$ cat config.mk
export PLATFORM = sky130hd
export DESIGN_NAME = sobel_lane
export DESIGN_NICKNAME = d
export VERILOG_FILES = /design/src/sv/sobel_pkg.sv /design/src/sv/sobel_lane.sv
export SDC_FILE = /design/constraint.sdc
export NUM_CORES = 1
export LEC_CHECK = 0
export BUFFER_PORTS_ARGS = -buffer_cell sky130_fd_sc_hd__clkbuf_2
export CAP_MARGIN = 10
export CORE_AREA = 2 2 150 226
export CTS_CLUSTER_DIAMETER = 150
export DETAILED_ROUTE_END_ITERATION = 10
export DIE_AREA = 0 0 152 228
export PLACE_DENSITY = 0.73
export SYNTH_ARGS = -nofsm -noshare
export SYNTH_HDL_FRONTEND = slang
export SYNTH_SLANG_ARGS = --single-unit
$ cat constraint.sdc
create_clock -name clk -period 7.5 [get_ports clk]
set_input_delay 0.375 -clock clk [delete_from_list [all_inputs] [get_ports clk]]
set_output_delay 0.375 -clock clk [all_outputs]
set_load 0.005 [all_outputs]
$ cat src/sv/sobel_pkg.sv
`timescale 1ns / 1ps
// Shared constants, types and state encodings of the Sobel edge block.
package sobel_pkg;
  localparam int MAX_WIDTH  = 1024;
  localparam int MAX_HEIGHT = 4096;
  localparam int COL_W      = $clog2(MAX_WIDTH);
  localparam int ROW_W      = $clog2(MAX_HEIGHT) + 1;
  localparam int FW_W       = 11;
  localparam int FH_W       = 13;
  localparam int CH_W       = 8;
  localparam int PIX_W      = 3 * CH_W;
  localparam int LANES      = 3;
  localparam int GRAD_W     = CH_W + 3;
  localparam int SQ_W       = 2 * (CH_W + 2);
  localparam int S4_W       = SQ_W + 3;
  localparam int STEP_W     = $clog2(CH_W);
  localparam int ADDR_W     = 3;

  localparam logic [ADDR_W-1:0] REG_WIDTH  = 3'd0;
  localparam logic [ADDR_W-1:0] REG_HEIGHT = 3'd4;
  localparam logic [FW_W-1:0]   WIDTH_RST  = 11'd640;
  localparam logic [FH_W-1:0]   HEIGHT_RST = 13'd480;

  localparam logic FUNC_PIXEL = 1'b0;
  localparam logic FUNC_DRAIN = 1'b1;

  typedef logic [2:0][2:0][CH_W-1:0] chan_win_t;

  typedef enum logic [1:0] {PH_IDLE, PH_SQ, PH_SUM, PH_ROOT} lane_ph_t;
  typedef enum logic [2:0] {CS_IDLE, CS_READ, CS_EMIT, CS_WAIT, CS_PUSH} ctl_st_t;
endpackage

$ cat src/sv/sobel_lane.sv
`timescale 1ns / 1ps
// One colour lane: Sobel gradients, sum of squares, bit-serial rounded root.
module sobel_lane (
  input  logic                 clk,
  input  logic                 rst,
  input  logic                 start,
  input  sobel_pkg::chan_win_t px,
  output logic                 done,
  output logic [sobel_pkg::CH_W-1:0] mag
);
  import sobel_pkg::*;

  lane_ph_t ph, ph_next;
  logic signed [GRAD_W-1:0] gx, gy;
  logic signed [GRAD_W-1:0] gx_c, gy_c;
  logic [CH_W+1:0]  sl, sr, st, sb;
  logic [SQ_W-1:0]  sqx, sqy;
  logic [S4_W-1:0]  s4;
  logic [STEP_W-1:0] bitn;
  logic [CH_W-1:0]  n, trial;
  logic [CH_W:0]    d;
  logic [2*CH_W+1:0] dd;
  logic             fits;

  always_comb begin
    sl = {2'b0, px[0][0]} + {1'b0, px[1][0], 1'b0} + {2'b0, px[2][0]};
    sr = {2'b0, px[0][2]} + {1'b0, px[1][2], 1'b0} + {2'b0, px[2][2]};
    st = {2'b0, px[0][0]} + {1'b0, px[0][1], 1'b0} + {2'b0, px[0][2]};
    sb = {2'b0, px[2][0]} + {1'b0, px[2][1], 1'b0} + {2'b0, px[2][2]};
    gx_c = $signed({1'b0, sr}) - $signed({1'b0, sl});
    gy_c = $signed({1'b0, sb}) - $signed({1'b0, st});
    // trial root t passes when (2t-1)^2 <= 4s
    trial = n | (CH_W'(1) << bitn);
    d     = {trial, 1'b0} - (CH_W+1)'(1);
    dd    = d * d;
    fits  = {{(S4_W-2*CH_W-2){1'b0}}, dd} <= s4;
  end

  always_comb begin
    ph_next = ph;
    unique case (ph)
      PH_IDLE: if (start) ph_next = PH_SQ;
      PH_SQ:   ph_next = PH_SUM;
      PH_SUM:  ph_next = PH_ROOT;
      PH_ROOT: if (bitn == '0) ph_next = PH_IDLE;
      default: ph_next = PH_IDLE;
    endcase
  end

  always_ff @(posedge clk) begin
    if (rst) begin
      ph   <= PH_IDLE;
      done <= 1'b0;
    end else begin
      ph   <= ph_next;
      done <= (ph == PH_ROOT) && (bitn == '0);
    end
    unique case (ph)
      PH_IDLE: begin
        if (start) begin
          gx <= gx_c;
          gy <= gy_c;
        end
      end
      PH_SQ: begin
        sqx <= SQ_W'(gx * gx);
        sqy <= SQ_W'(gy * gy);
      end
      PH_SUM: begin
        s4   <= {({1'b0, sqx} + {1'b0, sqy}), 2'b00};
        n    <= '0;
        bitn <= STEP_W'(CH_W - 1);
      end
      PH_ROOT: begin
        if (fits) begin
          n <= trial;
        end
        bitn <= bitn - STEP_W'(1);
      end
      default: ;
    endcase
  end

  assign mag = n;
endmodule

# Word level (Yosys, flattened, before mapping)
# Cells that the tools add are included.
[op_classes]
add_sub_neg = 13
reduce_logical = 7
n_eq_ne = 6
shift = 1
mul = 3
magnitude_cmp = 1
mux = 6
n_bitwise = 1
[ops]
columns = ["operator", "count"]
rows = [
  ["$add A10 B8 Y10", 4],
  ["$add A8 B9 Y10", 4],
  ["$mul A11 B11 Y20", 2],
  ["$le A18 B23 Y1", 1],
  ["$sub A10 B10 Y11", 2],
  ["$add A20 B20 Y21", 1],
  ["$mul A9 B9 Y18", 1],
  ["$pmux W8 S2", 1],
  ["$sub A9 B1 Y9 const B", 1],
  ["$mux W8", 1],
  ["$or A8 B8 Y8", 1],
  ["$pmux W2 S4", 1],
  ["$shl A1 B3 Y8 const A", 1],
  ["$ne A2 B2 Y1 const B", 3],
  ["$pmux W3 S2", 1],
  ["$reduce_and A2 Y1", 3],
  ["$eq A2 B2 Y1 const B", 2],
  ["$mux W2", 2],
  ["$logic_not A3 Y1", 1],
  ["$sub A3 B1 Y3 const B", 1],
  ["$eq A2 B1 Y1 const B", 1],
  ["$logic_not A2 Y1", 1],
  ["$reduce_bool A2 Y1", 1],
  ["$logic_and A1 B1 Y1", 1],
]
[totals]
elab_cells = 47
inputBits = 75
out_inout_bits = 9
ff_bits = 97

# Logic depth before layout (Yosys ltp)
# Gate-level depths: netlist of run 1.
[depth]
word_depth = 7
mapped_depth = 31
depth_no_buf = 31

# Worst setup path before layout of run 1
# No wires, ideal clock.
[synth_timing]
path_kind = "register to register"
from = "register bitn[0]"
to = "register n[0] (netlist: mag[0]) (enable)"
arrival_ps = 7032
t_required_ps = 7125
setup_time_ps = 375
period_less_slack_ps = 7408
setup_slack_ps = 92
path_stages_with_launch = 31
path_buffers = 0
cell_sequence = "edfxtp_1 > inv_1 > ha_1 > a21oi_1 > ha_1 > nor4b_4 > and3_4 > xnor2_4 > inv_2 > nor2_1 > inv_1 > fa_1 > fa_1 > inv_1 > fa_1 > inv_1 > fa_1 > inv_1 > ha_1 > o21ai_0 > nand2b_1 > o41a_1 > a41o_1 > a21oi_1 > a21oi_1 > xnor2_1 > ha_1 > nor2b_1 > o21ai_0 > o211ai_1 > a21oi_1"
[synth_via]
elab_chain_cells = 7
[synth_rtl]
columns = ["element", "line", "source"]
rows = [
  ["start, declared", "sobel_lane.sv:19", "logic [STEP_W-1:0] bitn;"],
  ["start signal, assigned", "sobel_lane.sv:72", "bitn <= STEP_W'(CH_W - 1);"],
  ["start signal, assigned", "sobel_lane.sv:78", "bitn <= bitn - STEP_W'(1);"],
  ["$shl A1 B3 Y8", "sobel_lane.sv:33", "trial = n | (CH_W'(1) << bitn);"],
  ["$or A8 B8 Y8", "sobel_lane.sv:33", ""],
  ["$sub A9 B1 Y9", "sobel_lane.sv:34", "d = {trial, 1'b0} - (CH_W+1)'(1);"],
  ["$mul A9 B9 Y18", "sobel_lane.sv:35", "dd = d * d;"],
  ["$le A18 B23 Y1", "sobel_lane.sv:36", "fits = {{(S4_W-2*CH_W-2){1'b0}}, dd} <= s4;"],
  ["$ne A2 B2 Y1 (no source line)", "n/a", ""],
  ["$reduce_and A2 Y1 (no source line)", "n/a", ""],
  ["end signal, assigned", "sobel_lane.sv:76", "n <= trial;"],
  ["end, declared", "sobel_lane.sv:20", "logic [CH_W-1:0] n, trial;"],
]
# Every way passes these cells.
# A chain may end at the register's enable or synchronous reset.

# Worst setup path after layout of run 1
[layout_timing]
from = "register bitn[0]"
to = "register n[2] (netlist: mag[2]) (enable)"
# The elaborated chain is that of the path after synthesis.

==> results.md, run 1 <==
Run status:
- The run finished with clean final reports.

Worst setup path:
- The startpoint type of the worst setup path is a flop.
- STA puts the critical path data required time at about 7.6 ns.
- The slack of the worst reg-to-reg path is 0.36 ns.
- For the worst setup path, the data arrival time is 7.20 ns.
- The largest incremental delay on the critical path is 0.56 ns.
- The critical-path cell with the highest stage delay is fa_1.
- By startpoint and endpoint, the worst setup path is classified as reg2reg.
- The cell with the most instances on the worst path is fa_1.
- Along the worst path, the maximum fanout reaches 8.
- STA classifies the critical path endpoint as a flop.

Floorplan:
- The floorplan step defined a core boundary enclosing 32900 um2.
- The initial utilization of the core area, before any placement, comes to between 40% and 50%.
- From left edge to right edge, the die measures between 150 and 200 um.
- The die outline area is between 30000 and 40000 um2.
- 84 I/O pins were placed.
- The y dimension of the die is around 230 um.
- Row generation in the floorplan step produced 82 rows.

STA:
- The worst path uses between 90 and 100% of the clock period.
- The final setup violation count is 0.
- For the pin with the worst max-slew slack, the measured transition is between 1 and 1.5 ns.
- Derived from the worst setup path, the maximum achievable clock frequency is 140 MHz.
- The max-slew violation total from the final report is 0.
- The smallest clock period supported by the final layout is computed as between 7 and 8 ns.
- The count of final hold-check violations is 0.
- The remaining max-slew budget at the tightest pin is between 20% and 30%.
- The smallest hold slack is 0.249 ns.
- The worst-case clock skew is a little under 0.008 ns.

CTS:
- The number of clock buffers added by TritonCTS is 9.
- The clock drives 95 sinks.
- The count of hold buffers inserted by post-cts repair is 0.
- The clock tree from TritonCTS is done.
- After clock tree synthesis, the clock-pin slew on the worst setup and hold paths is approximately 0.07 ns.
- The tree is rooted in a clkbuf_16.
- The maximum count of clock buffers along a single path is 2.
- At the later pin of the worst-skew pair, clock insertion delay measures approximately 0.35 ns.
- CTS built an H-tree with a depth of 3.

Global route:
- The initial antenna violation count is 0.
- The via count of the first global-routing pass is around 12000.
- The total overflow left after global routing is 0.
- The first global-routing pass estimated 53000 um of wire.
- Entering global routing, the biggest net connects 39 pins.
- The total routing resource utilization after global routing is a little under a fifth.

Final layout:
- The number of antenna diodes in the final layout is 0.
- The area growth from synthesis to layout is 7.83%.
- The number of fill cells is around 2800.
- At the end of the flow, the number of nets in the layout was between 2000 and 2500.
- The fraction of layout instances using a drive strength above 1 is between 8 and 9%.

Detailed routing:
- After the first detailed-routing iteration, the DRC count stood at 360.
- After detailed routing, the average wire length per cell comes to about 15 um.
- The total via count in the routed design is 10500.
- Summed over all layers, the routed wires come to about 30000 um.
- The count of nets left with antenna violations once routing finished came out at 0.
- In the routed design, unresolved DRC markers number 0.
- For this run, the detailed router's first-pass iteration total came to 4.
- The average via count per standard cell is between 5 and 6.

Place:
- Detailed placement finished with a half-perimeter wire length of approximately 26000 um.
- Routability-driven placement finished with a final weighted congestion of ~0.86.
- In this run the tool buffered the top-level ports with 75 buffer cells.

Synth:
- The post-synthesis cell type count is 59.
- The total of warnings raised by yosys is 0.
- In this run, synthesis produced a sequential element count of 95.
- The predominant post-synthesis flop cell is edfxtp_1.
- The average instance in the mapped netlist occupies 10.3 um2.
- When the netlist entered floorplanning its net count stood at about 2100.
- Synthesis produced a netlist whose cell count is ~1600.
- Of the synthesized area, sequential elements account for 17.5%.
- For this run, asynchronously set or reset flops after synthesis account for 0%.
- By area the synthesized netlist is led by fa_1, edfxtp_1, ha_1.
- The largest total area in the synthesized netlist belongs to fa_1.
- The number of synthesized flops with an enable pin is slightly above 90.
- In this run the cell area of the synthesized design comes to 16100 um2.
- In the post-synthesis netlist, the cell with the most instances is inv_1.
- Ranked by instance count, the synthesized netlist is headed by inv_1, fa_1, ha_1, edfxtp_1, and2_1.
- The share of synthesized area in the top cell type comes to 36.1%.

Job:
- Max-cap violations in this run came to 0.

Worst hold path:
- The worst hold path belongs to the class in2reg.
layout make-up:
class | count | area, um2 | area share [%]
clock buffer | 9 | 225 | 1.29
clock inverter | 7 | 72.6 | 0.417
multi-input combinational | 1033 | 11800 | 67.5
sequential | 95 | 2820 | 16.2
inverter | 412 | 1550 | 8.90
timing repair buffer | 86 | 462 | 2.65
tap | 420 | 526 | 3.02
cells in the final DEF, fill, tap and decap left out, types with 4 or more instances in the layout:
master,netlist,final
edfxtp_1,92,92
xor2_1,27,27
o21a_1,12,11
ha_2,0,5
clkbuf_2,0,75
nor2_1,44,43
nand2_1,75,75
nor2b_1,31,31
and2_1,78,78
ha_1,180,172
fa_1,291,290
o21bai_1,5,5
nand4_1,5,5
a21oi_1,64,60
o21ai_0,23,22
nand2b_1,17,17
a21oi_2,2,6
and3_1,4,4
a21o_1,26,26
nor3_1,10,9
o211ai_1,4,4
buf_4,0,10
a31oi_1,4,4
a211oi_1,5,5
nand3_1,10,10
xnor2_1,77,77
inv_1,409,408
clkbuf_16,0,9
flip-flops by register name (all words and copies together), names as in the netlist:
signal  flops
bitn        3
sqx        19
done        1
gx         11
mag         8
sqy        19
s4         21
gy         11
ph          2
metal layers:
metal / global-route usage [%] / part of all wire (%)
met5: 0 / 0
met4: 6.72 / 3.2
met3: 2.09 / 2.4
met2: 38.6 / 60
met1: 18.9 / 34
per-stage QoR:
stage	utilization, %	instances	setup TNS [ns]	setup WS, ns	area, um2
5_1_grt	52.9	2062	-0.189	-0.0261	17400
6_report	52.9	2062	0	0.364	17400
3_5_place_dp	51.6	2045	0	0.204	17000
2_1_floorplan	-	1568	0	0.0921	16100
4_1_cts	52.5	2061	0	0.120	17300
3_3_place_gp	51.6	2045	0	0.287	17000
cells by family (layout without fill, tap and decap cells):
kind of cell | Yosys count | after routing | synth area share (%)
AND/OR/NAND/NOR | 288 | 288 | 9.43
XOR/XNOR | 106 | 106 | 5.91
flip-flops | 95 | 95 | 17.5
adder cells (fa/ha/maj) | 471 | 471 | 50.0
AO/OA/AOI/OAI | 166 | 166 | 6.70
buffers and inverters | 440 | 514 | 10.3
multiplexers | 2 | 2 | 0.140
worst paths after layout:
path / end / from / depth (start not counted)
min: ph[0]$_SDFFE_PP0P_ / rst / 2
max reg2reg: mag[2]$_SDFFCE_PN0P_ / bitn[0]$_SDFFCE_PN1P_ / 29
min reg2reg: s4[4]$_DFFE_PP_ / sqy[2]$_DFFE_PN_ / 1
max: mag[2]$_SDFFCE_PN0P_ / bitn[0]$_SDFFCE_PN1P_ / 29
critical path: cells and delay by family (launching register included):
family          cells  cell delay, ns
flops               1            0.49
simple gates        6            1.02
buf+inv             5            0.51
fa+ha+maj           7            2.96
xor+xnor            2            0.37
compound gates      9            1.49
what timing repair did:
item	4_1_cts	5_1_grt
hold endpoints to repair	0	0
setup buffers	0	1
gates resized for setup	0	22
endpoints found under the setup margin	0	8
Power of run 1 is not shown: default switching activity piles up to over one toggle a cycle in this logic, so the estimate is an artifact.
==> inputs of run 2 (changes only) <==
--- a/config.mk
+++ b/config.mk
@@ -7,11 +7,11 @@
 export LEC_CHECK = 0
 export BUFFER_PORTS_ARGS = -buffer_cell sky130_fd_sc_hd__clkbuf_2
 export CAP_MARGIN = 10
-export CORE_AREA = 2 2 150 226
+export CORE_AREA = 2 2 179 269
 export CTS_CLUSTER_DIAMETER = 150
 export DETAILED_ROUTE_END_ITERATION = 10
-export DIE_AREA = 0 0 152 228
-export PLACE_DENSITY = 0.73
+export DIE_AREA = 0 0 181 271
+export PLACE_DENSITY = 0.56
 export SYNTH_ARGS = -nofsm -noshare
 export SYNTH_HDL_FRONTEND = slang
 export SYNTH_SLANG_ARGS = --single-unit
==> run 2 against run 1 <==
  * Cell count is 8.5% higher
  * Clock skew grew 0.0033 ns
  * First-iteration DRC count fell by 13%
  * Flip-flop and latch count stayed put
  * Non-clock buffer count rose by 2
  * Critical path type unchanged
  * Highest routed layer unchanged
==> results.md, run 2 (synthesis results as in run 1) <==
Worst hold path:
- The endpoint of the worst hold path is ph[0]$_SDFFE_PP0P_ (unchanged).
- The origin of the worst min-delay path is rst (unchanged).
- The number of cells on the worst hold path came to 2 (unchanged).
- The class of the tightest hold or removal check is in2reg (unchanged).

STA:
- The transition at the pin with the smallest max-transition slack is 1.05 ns (was 1.17 ns).
- The max-slew violation total from the final report came to 0 (unchanged).
- The remaining max-slew budget at the tightest pin is 29.7% (was 22.2%).
- The fmax is 141 MHz (was 140 MHz).
- The final setup violation count came to 0 (unchanged).
- The worst-case clock skew is 0.0111 ns (was 0.00782 ns).
- The count of final hold-check violations came to 0 (unchanged).
- The fraction of the cycle the final worst path needs was 94.6% (was 95.1%).
- The clock period minus worst slack is 7.09 ns (was 7.14 ns).
- The smallest hold slack came to 0.238 ns (was 0.249 ns).

Final layout:
- The flip-flop count of the largest register after layout is 21 (unchanged).
- The most common cell after layout, fill and taps aside is inv_1 (unchanged).
- The register containing the most flip-flops in the final layout is s4 (unchanged).
- The area growth from synthesis to layout is 8.84% (was 7.83%).
- The filler-free cell count of the finished design is 2238 (was 2062).
- The number of nets at the end of the flow was 2185 (was 2183).
- Top Registers: s4 (21), sqx (19), sqy (19) (unchanged).
- The summed area of non-filler cells in the final layout is 17600 um2 (was 17400 um2).
- The fraction of layout instances using a drive strength above 1 is 8.39% (was 8.83%).
- Top library cells by usage in the layout, fill and taps aside: inv_1, fa_1, ha_1 (unchanged).
- The count of inserted antenna diode cells is 0 (unchanged).

Floorplan:
- The y dimension of the die is 271 um (was 228 um).
- The horizontal die dimension is 181 um (was 152 um).
- The die outline area is 49100 um2 (was 34700 um2).
- The top-level port count is 84 (unchanged).
- The total number of placement rows was 97 (was 82).
- The area of the core region is 46600 um2 (was 32900 um2).
- The starting utilization of the core area is 34.6% (was 49.0%).

Detailed routing:
- The total via count in the routed design came to 10300 (was 10500).
- The final antenna-violating net count is 0 (unchanged).
- The number of DRC markers in iteration 0 is 313 (was 360).
- The routed wirelength normalized by instance count is 13.8 um (was 14.8 um).
- The total wire length after detailed routing is 30900 um (was 30500 um).
- The average via count per standard cell came to 4.62 (was 5.09).
- The number of iterations in the first detailed-routing pass is 4 (unchanged).
- The final routed DRC violation total came to 0 (unchanged).

Worst setup path:
- The family of cells with the greatest summed delay on the critical path was adder cells (unchanged).
- The total buffers and inverters traversed by the critical path is 6 (was 5).
- The destination of the worst register-to-register timing path is mag[0]$_SDFFCE_PN0P_ (was mag[2]$_SDFFCE_PN0P_).
- The type of the worst setup path is reg2reg (unchanged).
- The critical path arrival is 7.16 ns (was 7.20 ns).
- The slack of the worst reg-to-reg path is 0.41 ns (was 0.36 ns).
- The required time at the worst-slack endpoint is 7.57 ns (was 7.56 ns).
- The path depth of the worst reg2reg path is 29 (unchanged).
- The startpoint of the lowest-slack register-to-register path is bitn[0]$_SDFFCE_PN1P_ (unchanged).
- The highest net fanout along the worst path was 8 (unchanged).
- The critical-path cell with the highest stage delay is fa_1 (unchanged).
- The startpoint type of the worst setup path is a flop (unchanged).
- The largest incremental delay on the critical path is 0.55 ns (was 0.56 ns).
- The nature of the critical path endpoint was a flop (unchanged).

CTS:
- The source-to-sink clock delay at the later pin of the worst-skew pair is 0.35 ns (about the same).
- The maximum count of clock buffers along a single path was 2 (unchanged).
- The total CTS buffers was 9 (unchanged).
- The clock tree from TritonCTS was done (unchanged).
- The cell chosen for the clock root is clkbuf_16 (unchanged).
- The number of clock sinks is 95 (unchanged).
- The number of H-tree levels is 3 (unchanged).
- The clock-pin slew reported for the worst setup and hold paths after clock tree synthesis is 0.07 ns (about the same).

Place:
- The area after detailed placement was 17200 um2 (was 17000 um2).
- The final weighted congestion in routability-driven placement is 0.902 (was 0.863).
- The half-perimeter wire length of the detailed placement result was 26800 um (was 26200 um).
- The number of input and output port buffers inserted is 75 (unchanged).
- The count of placed standard cells including taps is 2221 (was 2045).

Global route:
- The via count of the first global-routing pass is 11900 (was 12000).
- The pin count of the biggest net entering global routing is 39 (unchanged).
- The initial antenna violation count came to 0 (unchanged).
- The wire length of the first global-routing pass is 53800 um (was 53000 um).
- The total routing resource utilization after global routing is 13.6% (was 18.7%).
- The total congestion overflow after global routing is 0 (unchanged).

Run status:
- Outcome: finished, final reports clean (unchanged).

Job:
- The number of maximum-capacitance violations came to 0 (unchanged).
-- run 2: cell count changes in the layout (fill, tap and decap cells not counted), sizes merged --
cell and change:
clkbuf +1, buf +2, clkinv -2, clkinvlp +2, bufinv -1
-- run 2: layout make-up --
cell class / instances / area [um2]
tap: 594 / 743
inverter: 412 / 1550
fill: 4689 / 29000
timing repair buffer: 88 / 473
clock buffer: 10 / 229
sequential: 95 / 2820
multi-input combinational: 1033 / 11700
clock inverter: 6 / 45.0
-- run 2: worst reg2reg max path: cells and delay by family (launching register included) --
kind,cells,cell delay [ns]
DFF,1,0.44
buffers and inverters,6,0.57
and+or+nand+nor,4,0.72
xor gates and xnor gates,2,0.32
adders and majority gates,8,3.15
AOI/OAI and AO/OA,9,1.60
-- run 2: per-stage QoR --
step | setup slack (ns) | TNS (ns) | util [%]
3_5_place_dp | 0.125 | 0 | 37.0
2_1_floorplan | 0.0921 | 0 | -
5_1_grt | -0.00381 | -0.0272 | 37.7
4_1_cts | 0.0883 | 0 | 37.6
6_report | 0.408 | 0 | 37.7
3_3_place_gp | 0.204 | 0 | 37.0
-- run 2: worst max path at each step --
| stage | startpoint | end | slack, ns | cells after the start |
|---|---|---|---|---|
| final | bitn[0]$_SDFFCE_PN1P_ | mag[0]$_SDFFCE_PN0P_ | 0.41 | 29 |
| after global routing | bitn[0]$_SDFFCE_PN1P_ | mag[0]$_SDFFCE_PN0P_ | -0.004 | 32 |
| after detailed placement | bitn[0]$_SDFFCE_PN1P_ | mag[6]$_SDFFCE_PN0P_ | 0.13 | 30 |
| after CTS | bitn[0]$_SDFFCE_PN1P_ | mag[6]$_SDFFCE_PN0P_ | 0.09 | 30 |
| after floorplan | bitn[0]$_SDFFCE_PN1P_ | mag[0]$_SDFFCE_PN0P_ | 0.09 | 30 |
| after global placement | bitn[0]$_SDFFCE_PN1P_ | mag[4]$_SDFFCE_PN0P_ | 0.20 | 30 |
-- run 2: timing repair --
item                       in CTS  in global routing
setup buffers                   0                  1
gates resized for setup         0                 10
setup endpoints to repair       0                  8
hold buffers                    0                  0
-- run 2: metal layers --
layer | track usage [%] | share of wire (%)
met5 | 0 | 0
met4 | 4.86 | 3.2
met3 | 1.88 | 3.0
met2 | 28.1 | 58
met1 | 13.4 | 35
Power of run 2 is left out for the same reason.
==> inputs of run 3 (changes only) <==
--- a/config.mk
+++ b/config.mk
@@ -5,12 +5,13 @@
 export SDC_FILE = /design/constraint.sdc
 export NUM_CORES = 1
 export LEC_CHECK = 0
+export ABC_AREA = 1
 export BUFFER_PORTS_ARGS = -buffer_cell sky130_fd_sc_hd__clkbuf_2
 export CAP_MARGIN = 10
-export CORE_AREA = 2 2 179 269
+export CORE_AREA = 2 2 184 276
 export CTS_CLUSTER_DIAMETER = 150
 export DETAILED_ROUTE_END_ITERATION = 10
-export DIE_AREA = 0 0 181 271
+export DIE_AREA = 0 0 186 278
 export PLACE_DENSITY = 0.56
 export SYNTH_ARGS = -nofsm -noshare
 export SYNTH_HDL_FRONTEND = slang
==> run 3 against run 2 <==
  * Via count grew 18%
  * Fmax up 0.78%
  * Flip-flop and latch count is the same
  * Sequential share of layout area down 0.85 points
  * Die area rose by 5.4%
  * Register-to-register slack improved by 0.06 ns
  * Cell count grew 20%
  * Synthesized cell count grew 25%
  * Utilization down 0.15 points
  * First-iteration DRC count rose by 48%
  * Critical path type unchanged
  * Critical endpoint is now mag[3]$_SDFFCE_PN0P_
  * Highest routed layer unchanged
==> results.md, run 3 <==
Run status:
- Outcome: finished, final reports clean (unchanged).

CTS:
- The clock-pin slew reported for the worst setup and hold paths after clock tree synthesis was 0.07 ns (about the same).
- The number of clock sinks came to 95 (unchanged).
- The source-to-sink clock delay at the later pin of the worst-skew pair is 0.35 ns (about the same).
- The total CTS buffers was 9 (unchanged).
- The cell chosen for the clock root was clkbuf_16 (unchanged).
- The number of H-tree levels is 3 (unchanged).
- The clock tree from TritonCTS is done (unchanged).
- The count of hold buffers inserted by post-cts repair is 0 (unchanged).
- The maximum count of clock buffers along a single path is 2 (unchanged).

Synth:
- The post-synthesis average cell area is 8.72 um2 (was 10.3 um2).
- The total of warnings raised by yosys is 0 (unchanged).
- The portion of netlist area occupied by mux cells is 0% (was 0.140%).
- The predominant post-synthesis flop cell is edfxtp_1 (unchanged).
- Most frequent cells after synthesis: inv_1, nand2_1, fa_1, ha_1, edfxtp_1 (was inv_1, fa_1, ha_1, edfxtp_1, and2_1).
- Largest cells by area after synthesis: fa_1, edfxtp_1, ha_1 (unchanged).
- The top-area cell type share of the netlist area is 34.1% (was 36.1%).
- The cell area after technology mapping is 17100 um2 (was 16100 um2).
- The post-synthesis adder-cell area fraction is 47.3% (was 50.0%).
- The number of instances in the synthesized netlist came to 1957 (was 1568).
- The post-synthesis compound-gate area fraction came to 4.69% (was 6.70%).
- The xor and xnor area share after synthesis is 4.77% (was 5.91%).
- The share of synthesized cell area in and, or, nand and nor gates was 13.4% (was 9.43%).
- The main combinational cell family by area after synthesis is adder cells (unchanged).
- The share of async-settable or async-resettable flops after synthesis is 0% (unchanged).
- The flip-flop and latch count after synthesis is 95 (unchanged).
- The register area share after synthesis is 16.5% (was 17.5%).
- The post-synthesis cell type count is 38 (was 59).
- The dominant cell by count in the synthesized netlist is inv_1 (unchanged).
- The number of synthesized flops with an enable pin came to 92 (unchanged).
- The synthesized netlist net count is 2503 (was 2114).
- The top cell type by total area after synthesis is fa_1 (unchanged).

Worst setup path:
- The startpoint of the lowest-slack register-to-register path is bitn[0]$_SDFFCE_PN1P_ (unchanged).
- The critical path arrival is 7.15 ns (was 7.16 ns).
- The startpoint of the most critical setup path is bitn[0]$_SDFFCE_PN1P_ (unchanged).
- The required time at the worst-slack endpoint came to 7.61 ns (was 7.57 ns).
- The destination of the worst register-to-register timing path is mag[3]$_SDFFCE_PN0P_ (was mag[0]$_SDFFCE_PN0P_).
- The nature of the critical path endpoint is a flop (unchanged).
- The type of the worst setup path is reg2reg (unchanged).
- The path depth of the worst reg2reg path was 30 (was 29).
- The highest net fanout along the worst path was 8 (unchanged).
- The critical-path cell with the highest stage delay is fa_1 (unchanged).
- The slack of the worst reg-to-reg path came to 0.46 ns (was 0.41 ns).
- The largest incremental delay on the critical path is 0.56 ns (was 0.55 ns).
- The startpoint type of the worst setup path is a flop (unchanged).

Detailed routing:
- The average via count per standard cell is 4.52 (was 4.62).
- The number of iterations in the first detailed-routing pass was 5 (was 4).
- The routed wirelength normalized by instance count is 13.1 um (was 13.8 um).
- The total via count in the routed design is 12200 (was 10300).
- The final antenna-violating net count is 0 (unchanged).
- The total wire length after detailed routing is 35200 um (was 30900 um).
- The number of DRC markers in iteration 0 is 462 (was 313).
- The final routed DRC violation total is 0 (unchanged).

Floorplan:
- The horizontal die dimension was 186 um (was 181 um).
- The total number of placement rows is 100 (was 97).
- The starting utilization of the core area is 34.5% (was 34.6%).
- The y dimension of the die was 278 um (was 271 um).
- The area of the core region is 49400 um2 (was 46600 um2).
- The top-level port count is 84 (unchanged).
- The die outline area was 51700 um2 (was 49100 um2).

STA:
- The worst-case clock skew came to 0.0137 ns (was 0.0111 ns).
- The smallest setup slack after layout is 0.463 ns (was 0.408 ns).
- The fmax is 142 MHz (was 141 MHz).
- The max-slew violation total from the final report was 0 (unchanged).
- The clock period minus worst slack was 7.04 ns (was 7.09 ns).
- The final setup violation count is 0 (unchanged).
- The fraction of the cycle the final worst path needs is 93.8% (was 94.6%).
- The remaining max-slew budget at the tightest pin is 24.4% (was 29.7%).
- The transition at the pin with the smallest max-transition slack is 1.13 ns (was 1.05 ns).
- The aggregate negative setup slack is 0 ns (unchanged).
- The count of final hold-check violations is 0 (unchanged).
- Setup repair after global routing left no endpoint under its margin.

Final layout:
- The area used by sequential logic in the layout is 2820 um2 (unchanged).
- The number of fill cells is 5030 (was 4689).
- The fraction of layout instances using a drive strength above 1 is 6.50% (was 8.39%).
- The register containing the most flip-flops in the final layout is s4 (unchanged).
- Top library cells by usage in the layout, fill and taps aside: inv_1, nand2_1, fa_1 (was inv_1, fa_1, ha_1).
- The area growth from synthesis to layout was 8.77% (was 8.84%).
- The number of nets at the end of the flow is 2571 (was 2185).
- The count of inserted antenna diode cells is 0 (unchanged).
- Top Registers: s4 (21), sqx (19), sqy (19) (unchanged).
- The most common cell after layout, fill and taps aside was inv_1 (unchanged).
- The area occupied by multi-input gates is 12000 um2 (was 11700 um2).
- The summed area of non-filler cells in the final layout was 18600 um2 (was 17600 um2).
- The flip-flop count of the largest register after layout is 21 (unchanged).
- The filler-free cell count of the finished design came to 2693 (was 2238).

Worst hold path:
- The number of cells on the worst hold path was 2 (unchanged).
- The class of the tightest hold or removal check is in2reg (unchanged).
- The endpoint of the worst hold path is ph[1]$_SDFFE_PP0P_ (was ph[0]$_SDFFE_PP0P_).
- The origin of the worst min-delay path was rst (unchanged).

Global route:
- The initial antenna violation count is 0 (unchanged).
- The total routing resource utilization after global routing is 14.7% (was 13.6%).
- The pin count of the biggest net entering global routing is 39 (unchanged).
- The via count of the first global-routing pass is 13300 (was 11900).
- The total congestion overflow after global routing is 0 (unchanged).
- The wire length of the first global-routing pass is 61200 um (was 53800 um).

Place:
- The count of placed standard cells including taps came to 2672 (was 2221).
- The number of input and output port buffers inserted is 75 (unchanged).
- The half-perimeter wire length of the detailed placement result is 30500 um (was 26800 um).
- The final weighted congestion in routability-driven placement is 0.885 (was 0.902).
- The area after detailed placement is 18200 um2 (was 17200 um2).
- The worst setup slack before clock tree synthesis is 0.217 ns (was 0.125 ns).

Job:
- The number of maximum-capacitance violations is 0 (unchanged).
run 3: final cells by class:
class | instances | share of cell area, %
Inverter | 573 | 11.6
Clock inverter | 5 | 0.324
Multi-Input combinational cell | 1262 | 64.8
Tap cell | 663 | 4.47
Clock buffer | 11 | 1.25
Sequential cell | 95 | 15.2
Timing Repair Buffer | 84 | 2.39
run 3: stage by stage:
step,hold WS (ns),utilization [%]
finish,0.259,37.5
global placement,0.522,36.8
floorplan,0.448,-
global route,0.243,37.5
CTS,0.235,37.4
detailed placement,0.530,36.8
run 3: cell families (layout without fill, tap and decap cells):
logic type                 count (synthesis)  in the layout
AOI/OAI and AO/OA                        147            147
xor gates and xnor gates                  92             92
adders and majority gates                471            471
buffers and inverters                    600            673
DFF                                       95             95
and+or+nand+nor                          552            552
run 3: critical path, delay by kind of cell, from the launching register on:
family	cells	cell delay, ns
fa+ha+maj	7	3.04
simple gates	11	1.52
compound gates	7	1.27
flops	1	0.41
buf+inv	4	0.40
xor+xnor	1	0.17
run 3: timing repair:
action	CTS	global route
setup endpoints to repair	0	8
resized for setup	0	7
setup buffers	0	5
run 3: per-layer routing:
layer	up-vias	global-route usage [%]	share of wire, %
met5	-	0	0
met4	0	2.50	1.4
met3	40	2.00	2.9
met2	177	29.7	57
met1	5962	15.9	38
li1	5987	-	-
run 3: worst max path at each step:
stage,endpoint,cells past startpoint
after detailed placement,mag[4]$_SDFFCE_PN0P_,31
after CTS,mag[7]$_SDFFCE_PN0P_,31
after floorplan,mag[0]$_SDFFCE_PN0P_,32
after global placement,mag[6]$_SDFFCE_PN0P_,33
final,mag[3]$_SDFFCE_PN0P_,30
after global routing,mag[4]$_SDFFCE_PN0P_,30
Power of run 3 is left out for the same reason.
